==> src/rtl/rdgv_pkg.sv <==
`timescale 1ns / 1ps
// ----------------------------------------------------------------------------
// rdgv_pkg
// Types, widths and helpers shared by the radial distortion grid vertex unit.
// ----------------------------------------------------------------------------
package rdgv_pkg;

  localparam int NCOEF   = 7;
  localparam int COEF_W  = 24;
  localparam int CRD_W   = 15;
  localparam int R2_W    = 30;
  localparam int ROOT_W  = 15;
  localparam int REM_W   = 18;
  localparam int ACC_W   = 30;
  localparam int XO_W    = 18;
  localparam int VIDX_W  = 11;
  localparam int IDX_W   = 6;
  localparam int CIDX_W  = 3;
  localparam int SQ_STG  = 5;
  localparam int SQ_STEP = 3;
  localparam int ONE_Q14 = 16384;
  localparam int X_MAX   = 131071;
  localparam int X_MIN   = -131072;

  typedef struct packed {
    logic signed [CRD_W-1:0] xu;
    logic signed [CRD_W-1:0] yu;
    logic [VIDX_W-1:0]       vidx;
  } side_t;

  typedef struct packed {
    logic [REM_W-1:0]  rem;
    logic [ROOT_W-1:0] root;
  } sq_t;

  function automatic sq_t sqrt_step(sq_t cur, logic [1:0] pair);
    logic [REM_W-1:0] rem_sh;
    logic [REM_W-1:0] trial;
    sq_t              nxt;
    rem_sh = {cur.rem[REM_W-3:0], pair};
    trial  = {1'b0, cur.root, 2'b01};
    if (rem_sh >= trial) begin
      nxt.rem  = rem_sh - trial;
      nxt.root = {cur.root[ROOT_W-2:0], 1'b1};
    end else begin
      nxt.rem  = rem_sh;
      nxt.root = {cur.root[ROOT_W-2:0], 1'b0};
    end
    return nxt;
  endfunction

endpackage

==> src/rtl/rdgv_sqrt.sv <==
`timescale 1ns / 1ps
// ----------------------------------------------------------------------------
// rdgv_sqrt
// Pipelined integer square root, three result bits per register stage.
// ----------------------------------------------------------------------------
module rdgv_sqrt (
  input  logic                             clk,
  input  logic [rdgv_pkg::SQ_STG-1:0]      en,
  input  logic [rdgv_pkg::R2_W-1:0]        r2_in,
  output logic [rdgv_pkg::ROOT_W-1:0]      root_out
);

  rdgv_pkg::sq_t                   st_r  [rdgv_pkg::SQ_STG];
  logic [rdgv_pkg::R2_W-1:0]       val_r [rdgv_pkg::SQ_STG];

  for (genvar s = 0; s < rdgv_pkg::SQ_STG; s++) begin : g_stg
    rdgv_pkg::sq_t             st_in;
    logic [rdgv_pkg::R2_W-1:0] val_in;
    rdgv_pkg::sq_t             st_nxt;

    if (s == 0) begin : g_first
      assign st_in  = '0;
      assign val_in = r2_in;
    end else begin : g_next
      assign st_in  = st_r[s-1];
      assign val_in = val_r[s-1];
    end

    always_comb begin
      st_nxt = st_in;
      for (int t = 0; t < rdgv_pkg::SQ_STEP; t++) begin
        st_nxt = rdgv_pkg::sqrt_step(st_nxt,
                   val_in[2*(rdgv_pkg::ROOT_W-1-rdgv_pkg::SQ_STEP*s-t) +: 2]);
      end
    end

    always_ff @(posedge clk) begin
      if (en[s]) begin
        st_r[s]  <= st_nxt;
        val_r[s] <= val_in;
      end
    end
  end

  assign root_out = st_r[rdgv_pkg::SQ_STG-1].root;

endmodule

==> config.mk <==
export PLATFORM = sky130hd
export DESIGN_NAME = rdgv_sqrt
export DESIGN_NICKNAME = d
export VERILOG_FILES = /design/src/rtl/rdgv_pkg.sv /design/src/rtl/rdgv_sqrt.sv
export SDC_FILE = /design/constraint.sdc
export NUM_CORES = 1
export LEC_CHECK = 0
export BUFFER_PORTS_ARGS = -buffer_cell sky130_fd_sc_hd__clkbuf_2
export CORE_MARGIN = 1.5
export CORE_UTILIZATION = 46
export DETAILED_ROUTE_END_ITERATION = 10
export HOLD_SLACK_MARGIN = 0.05
export MAX_ROUTING_LAYER = met4
export PLACE_DENSITY = 0.71
export SLEW_MARGIN = 20
export SYNTH_ARGS = -nofsm -noshare
export SYNTH_HDL_FRONTEND = slang
export SYNTH_SLANG_ARGS = --single-unit
==> constraint.sdc <==
create_clock -name clk -period 8.1 [get_ports clk]
set_input_delay 1.215 -clock clk [delete_from_list [all_inputs] [get_ports clk]]
set_output_delay 1.215 -clock clk [all_outputs]
set_load 0.01 [all_outputs]
# == Yosys cells after proc, flatten, opt, wreduce, memory -nomap -nowiden ==
# Memory sizes are Yosys's and may differ from the RTL's.
# Cells that the tools add are included.
# totals
rom_bits,0
word_cells,57
in_bits,36
ram_bits,315
output_inout_bits,15
register_bits,0
memories,2
latchBits,0
# mem_list
memory,words,word_bits,rd,rd_ports_with_merged_regs,wr,line_no,source
st_r,5,33,5,0,5,rdgv_sqrt.sv:13,rdgv_pkg::sq_t st_r [rdgv_pkg::SQ_STG];
val_r,5,30,4,0,5,rdgv_sqrt.sv:14,logic [rdgv_pkg::R2_W-1:0] val_r [rdgv_pkg::SQ_STG];
# op_classes
shift,0
reduce_logical,0
order_cmp,15
bitwise_logic,0
n_mul,0
n_div,0
n_addsub,15
eq_ne,0
muxes,25
# op_table
operator,n
31-bit two-way mux,10
18-bit by 17-bit >= comparator with 1-bit output,14
33-bit two-way mux,5
16-bit subtractor,9
18-bit by 17-bit subtractor with 18-bit output,5
1-bit two-way mux,10
"2-bit by 1-bit subtractor with 3-bit output, second input constant",1
"2-bit by 1-bit >= comparator with 1-bit output, second input constant",1

# == Depth between registers and ports, before layout ==
# An unclocked memory read counts as a cell.
# depth
ltp_word,7
ltp_mapped,35
mapped_depth_nobuf,32

# == Worst setup path before layout ==
# Ideal clock, no wire load.
# synth_path
path_type,register to register
startpoint,memory st_r[0][37] (netlist bit)
endpoint,"memory st_r[0][85] (netlist bit), data pin"
path_stages_with_launch,31
required_ns,7.837
t_arrival_ns,6.781
synth_period_minus_slack_ns,7.044
slack_ns,1.056
path_cell_list,edfxtp_1 -> inv_1 -> ha_1 -> a21oi_1 -> a21boi_0 -> a2111oi_4 -> nand2_1 -> inv_1 -> buf_2 -> o21ai_0 -> ha_1 -> nand3_1 -> nor2_1 -> inv_1 -> or4b_2 -> mux2_2 -> nand4_1 -> or2_0 -> buf_2 -> buf_1 -> nor2_1 -> a21oi_1 -> ha_1 -> o21ai_0 -> a21oi_1 -> nor3_1 -> o31ai_1 -> a21o_1 -> nor4_2 -> buf_2 -> o21ai_0
# synth_lines
element,line_no
from (decl),rdgv_sqrt.sv:13

==> impl_metrics.py <==
metrics = {
    "global_route": {
        "antenna_found_initial": 0,
        "track_usage_pct": 22.9,
        "grt_pass1_wl_mm": 55.2,
        "grt_pass1_vias": 10800,
        "gr-total-overflow": 0,
        "grt_max_degree": 44,
    },
    "drt": {
        "drc_errors": 0,
        "wl_per_cell_um": 17.5,
        "drt-initial-drc-count": 744,
        "via_per_inst": 5.83,
        "num_vias": 11400,
        "dr.pass1.iters": 5,
        "wl_mm": 34.4,
        "postRouteAntennaNets": 0,
    },
    "worst_setup_path": {
        "path_class": "reg -> reg",
        "startpoint_type": "register",
        "critPathCapture": "st_r[0][86]$_DFFE_PP_",
        "arrival_ns": 7.68,
        "reg2reg_from": "st_r[0][37]$_DFFE_PP_",
        "cp_max_fo": 18,
        "endpoint_kind": "register",
        "max_stage_delay_ns": 0.64,
        "cp_data_required_time_ns": 8.27,
        "startpoint": "st_r[0][37]$_DFFE_PP_",
        "r2r_slack_ns": 0.59,
        "reg2reg_to": "st_r[0][86]$_DFFE_PP_",
        "reg2regPathDepth": 29,
        "slowest_stage": "or4b_2",
    },
    "synth": {
        "post-synth-top-area-fraction_pct": 36.4,
        "syn_inst": 1501,
        "netlist_top_cells_area": "edfxtp_1 36%, ha_1 12%, xnor2_1 4.9%",
        "synth_flop_cell": "edfxtp_1",
        "async_flop_share_pct": 0,
        "synth_edf_count": 169,
        "seq_area_frac_synth_pct": 36.4,
        "netlist_area_um2": 14000,
        "yosys.cell_count.top_type": "edfxtp_1",
        "ys_ff_latch": 169,
        "avgSynthCellArea_um2": 9.30,
        "ys_warn_count": 0,
        "synthTopCellsByCount": "169 x edfxtp_1, 134 x ha_1, 130 x a21oi_1, 125 x nor2_1, 118 x nand2_1",
        "synth.distinct_cells": 86,
        "yosys.area.top_type": "edfxtp_1",
    },
    "floorplanning": {
        "die_y_um": 177,
        "fp.dieW_um": 177,
        "start_util_pct": 47.0,
        "fp.coreArea_um2": 29700,
        "die_area_um2": 31400,
        "io-pin-count": 51,
        "row_count": 63,
    },
    "timing": {
        "hold_slack_ns": 0.419,
        "finalCriticalPeriod_ns": 7.51,
        "fin_skew_ns": 0.0215,
        "setup_tns_ns": 0,
        "worstMarginPinSlew_ns": 1.03,
        "relSlewSlack_pct": 30.5,
        "finalCritPeriodShare_pct": 92.7,
        "rsz0062_at_grt": "no",
        "timing.fmax_ghz": 0.133,
        "setup_viol": 0,
        "hold_viol": 0,
        "slew_violations": 0,
    },
    "clock_network": {
        "cts_inserted_buffers": 17,
        "ctsHoldBuffers": 0,
        "insertion_delay_ns": 0.43,
        "tritoncts": "yes",
        "clk_pin_slew_worst_paths_ns": 0.07,
        "ctsHtreeMaxLevel": 4,
        "cts_buffer_depth": 2,
        "cts.sinks": 169,
        "root_buffer": "clkbuf_16",
    },
    "final_layout": {
        "fillers": 2728,
        "layout-drive-gt1-share_pct": 10.3,
        "multiInputGateArea_um2": 8390,
        "nNetsFinal": 1729,
        "seq_area_um2": 5070,
        "area_growth_syn_to_layout_pct": 9.74,
        "diodes": 0,
    },
    "place": {
        "gp_congestion": 0.943,
        "dp_hpwl_mm": 27.2,
        "port_buffers": 50,
    },
    "power_and_ir_drop": {
        "power.density_nw_per_um2": 328,
        "power.leakage_nw": 6.22,
        "vdd_drop_max_v": 0.000179,
    },
    "min_path": {
        "hold_path_class": "reg -> reg",
        "holdCritStartpoint": "val_r[0][5]$_DFFE_PP_",
    },
    "outcome": {
        "status": "finished, final reports clean",
    },
    "flow_run": {
        "drv_cap": 0,
    },
}
-- kinds of logic after synthesis --
kind of cell,synth area share [%]
compound gates,20.1
xor+xnor,7.97
fa+ha+maj,12.0
buf+inv,3.69
flops,36.4
mux,2.28
other cells,0.0269
simple gates,17.6
-- sequential cells by signal, indices dropped and copies added (netlist names) --
signal	count
val_r	60
st_r	109
-- area by class of cell --
type	instances	area share, %
clock buffer	18	2.80
clock inverter	14	1.06
inverter	103	2.52
multi-input combinational	1201	54.8
sequential	169	33.1
tap	390	3.19
timing repair buffer	67	2.49
-- critical path: cells and delay by family, from the launching register on --
kind / cells / cell delay (ns)
AO/OA/AOI/OAI: 9 / 2.02
AND/OR/NAND/NOR: 9 / 1.90
buffers and inverters: 6 / 1.17
adder cells (fa/ha/maj): 3 / 1.11
multiplexers: 2 / 0.64
flip-flops: 1 / 0.41
-- metal layers --
metal / global-route usage [%] / routed length [um] / vias up
met5: - / 0 / -
met3: 3.14 / 1400 / 58
met2: 37.5 / 16300 / 282
met1: 29.5 / 16000 / 5379
met4: 6.39 / 734 / 0
li1: - / - / 5721
-- power by group --
part           total [mW]  switching, mW  internal (mW)  leakage [nW]
registers            1.33          0.121           1.21          1.62
logic                2.87           1.65           1.22          4.31
clock network       0.821          0.359          0.462         0.288
total                5.02           2.13           2.89          6.22
-- metrics by stage --
stage               utilization, %  instance area [um^2]  setup WS (ns)  power [mW]  instances
floorplan                        -                 14000           1.06        3.51       1502
global placement              49.4                 14700          0.583        4.11       1926
detailed placement            49.4                 14700          0.407        4.14       1926
CTS                           51.4                 15300          0.341        4.98       1958
global route                  51.5                 15300        0.00431        5.42       1962
finish                        51.5                 15300          0.590        5.02       1962
-- worst min path at each step --
stage                        endpoint  slack, ns  cells past startpoint
4_1_cts        val_r[0][71]$_DFFE_PP_       0.42                      0
6_report       val_r[0][35]$_DFFE_PP_       0.42                      0
2_1_floorplan  val_r[0][30]$_DFFE_PP_       0.40                      0
3_5_place_dp   val_r[0][71]$_DFFE_PP_       0.40                      0
5_1_grt        val_r[0][68]$_DFFE_PP_       0.43                      0
3_3_place_gp   val_r[0][93]$_DFFE_PP_       0.40                      0
-- cells in the final DEF, fill, tap and decap left out, drive strengths merged, types with 30 or more instances in the layout --
master    n
o21ai    83
edfxtp  169
nand3    30
nor3     57
a21oi   130
clkbuf   66
xnor2    78
nand2   118
xor2     49
nor2    125
inv     105
ha      134
a21o     31
-- timing repair --
action                     in CTS  in global routing
setup endpoints to repair       0                 17
setup buffers                   0                  4
resized for setup               0                  7
(Power assumes the default switching activity.)
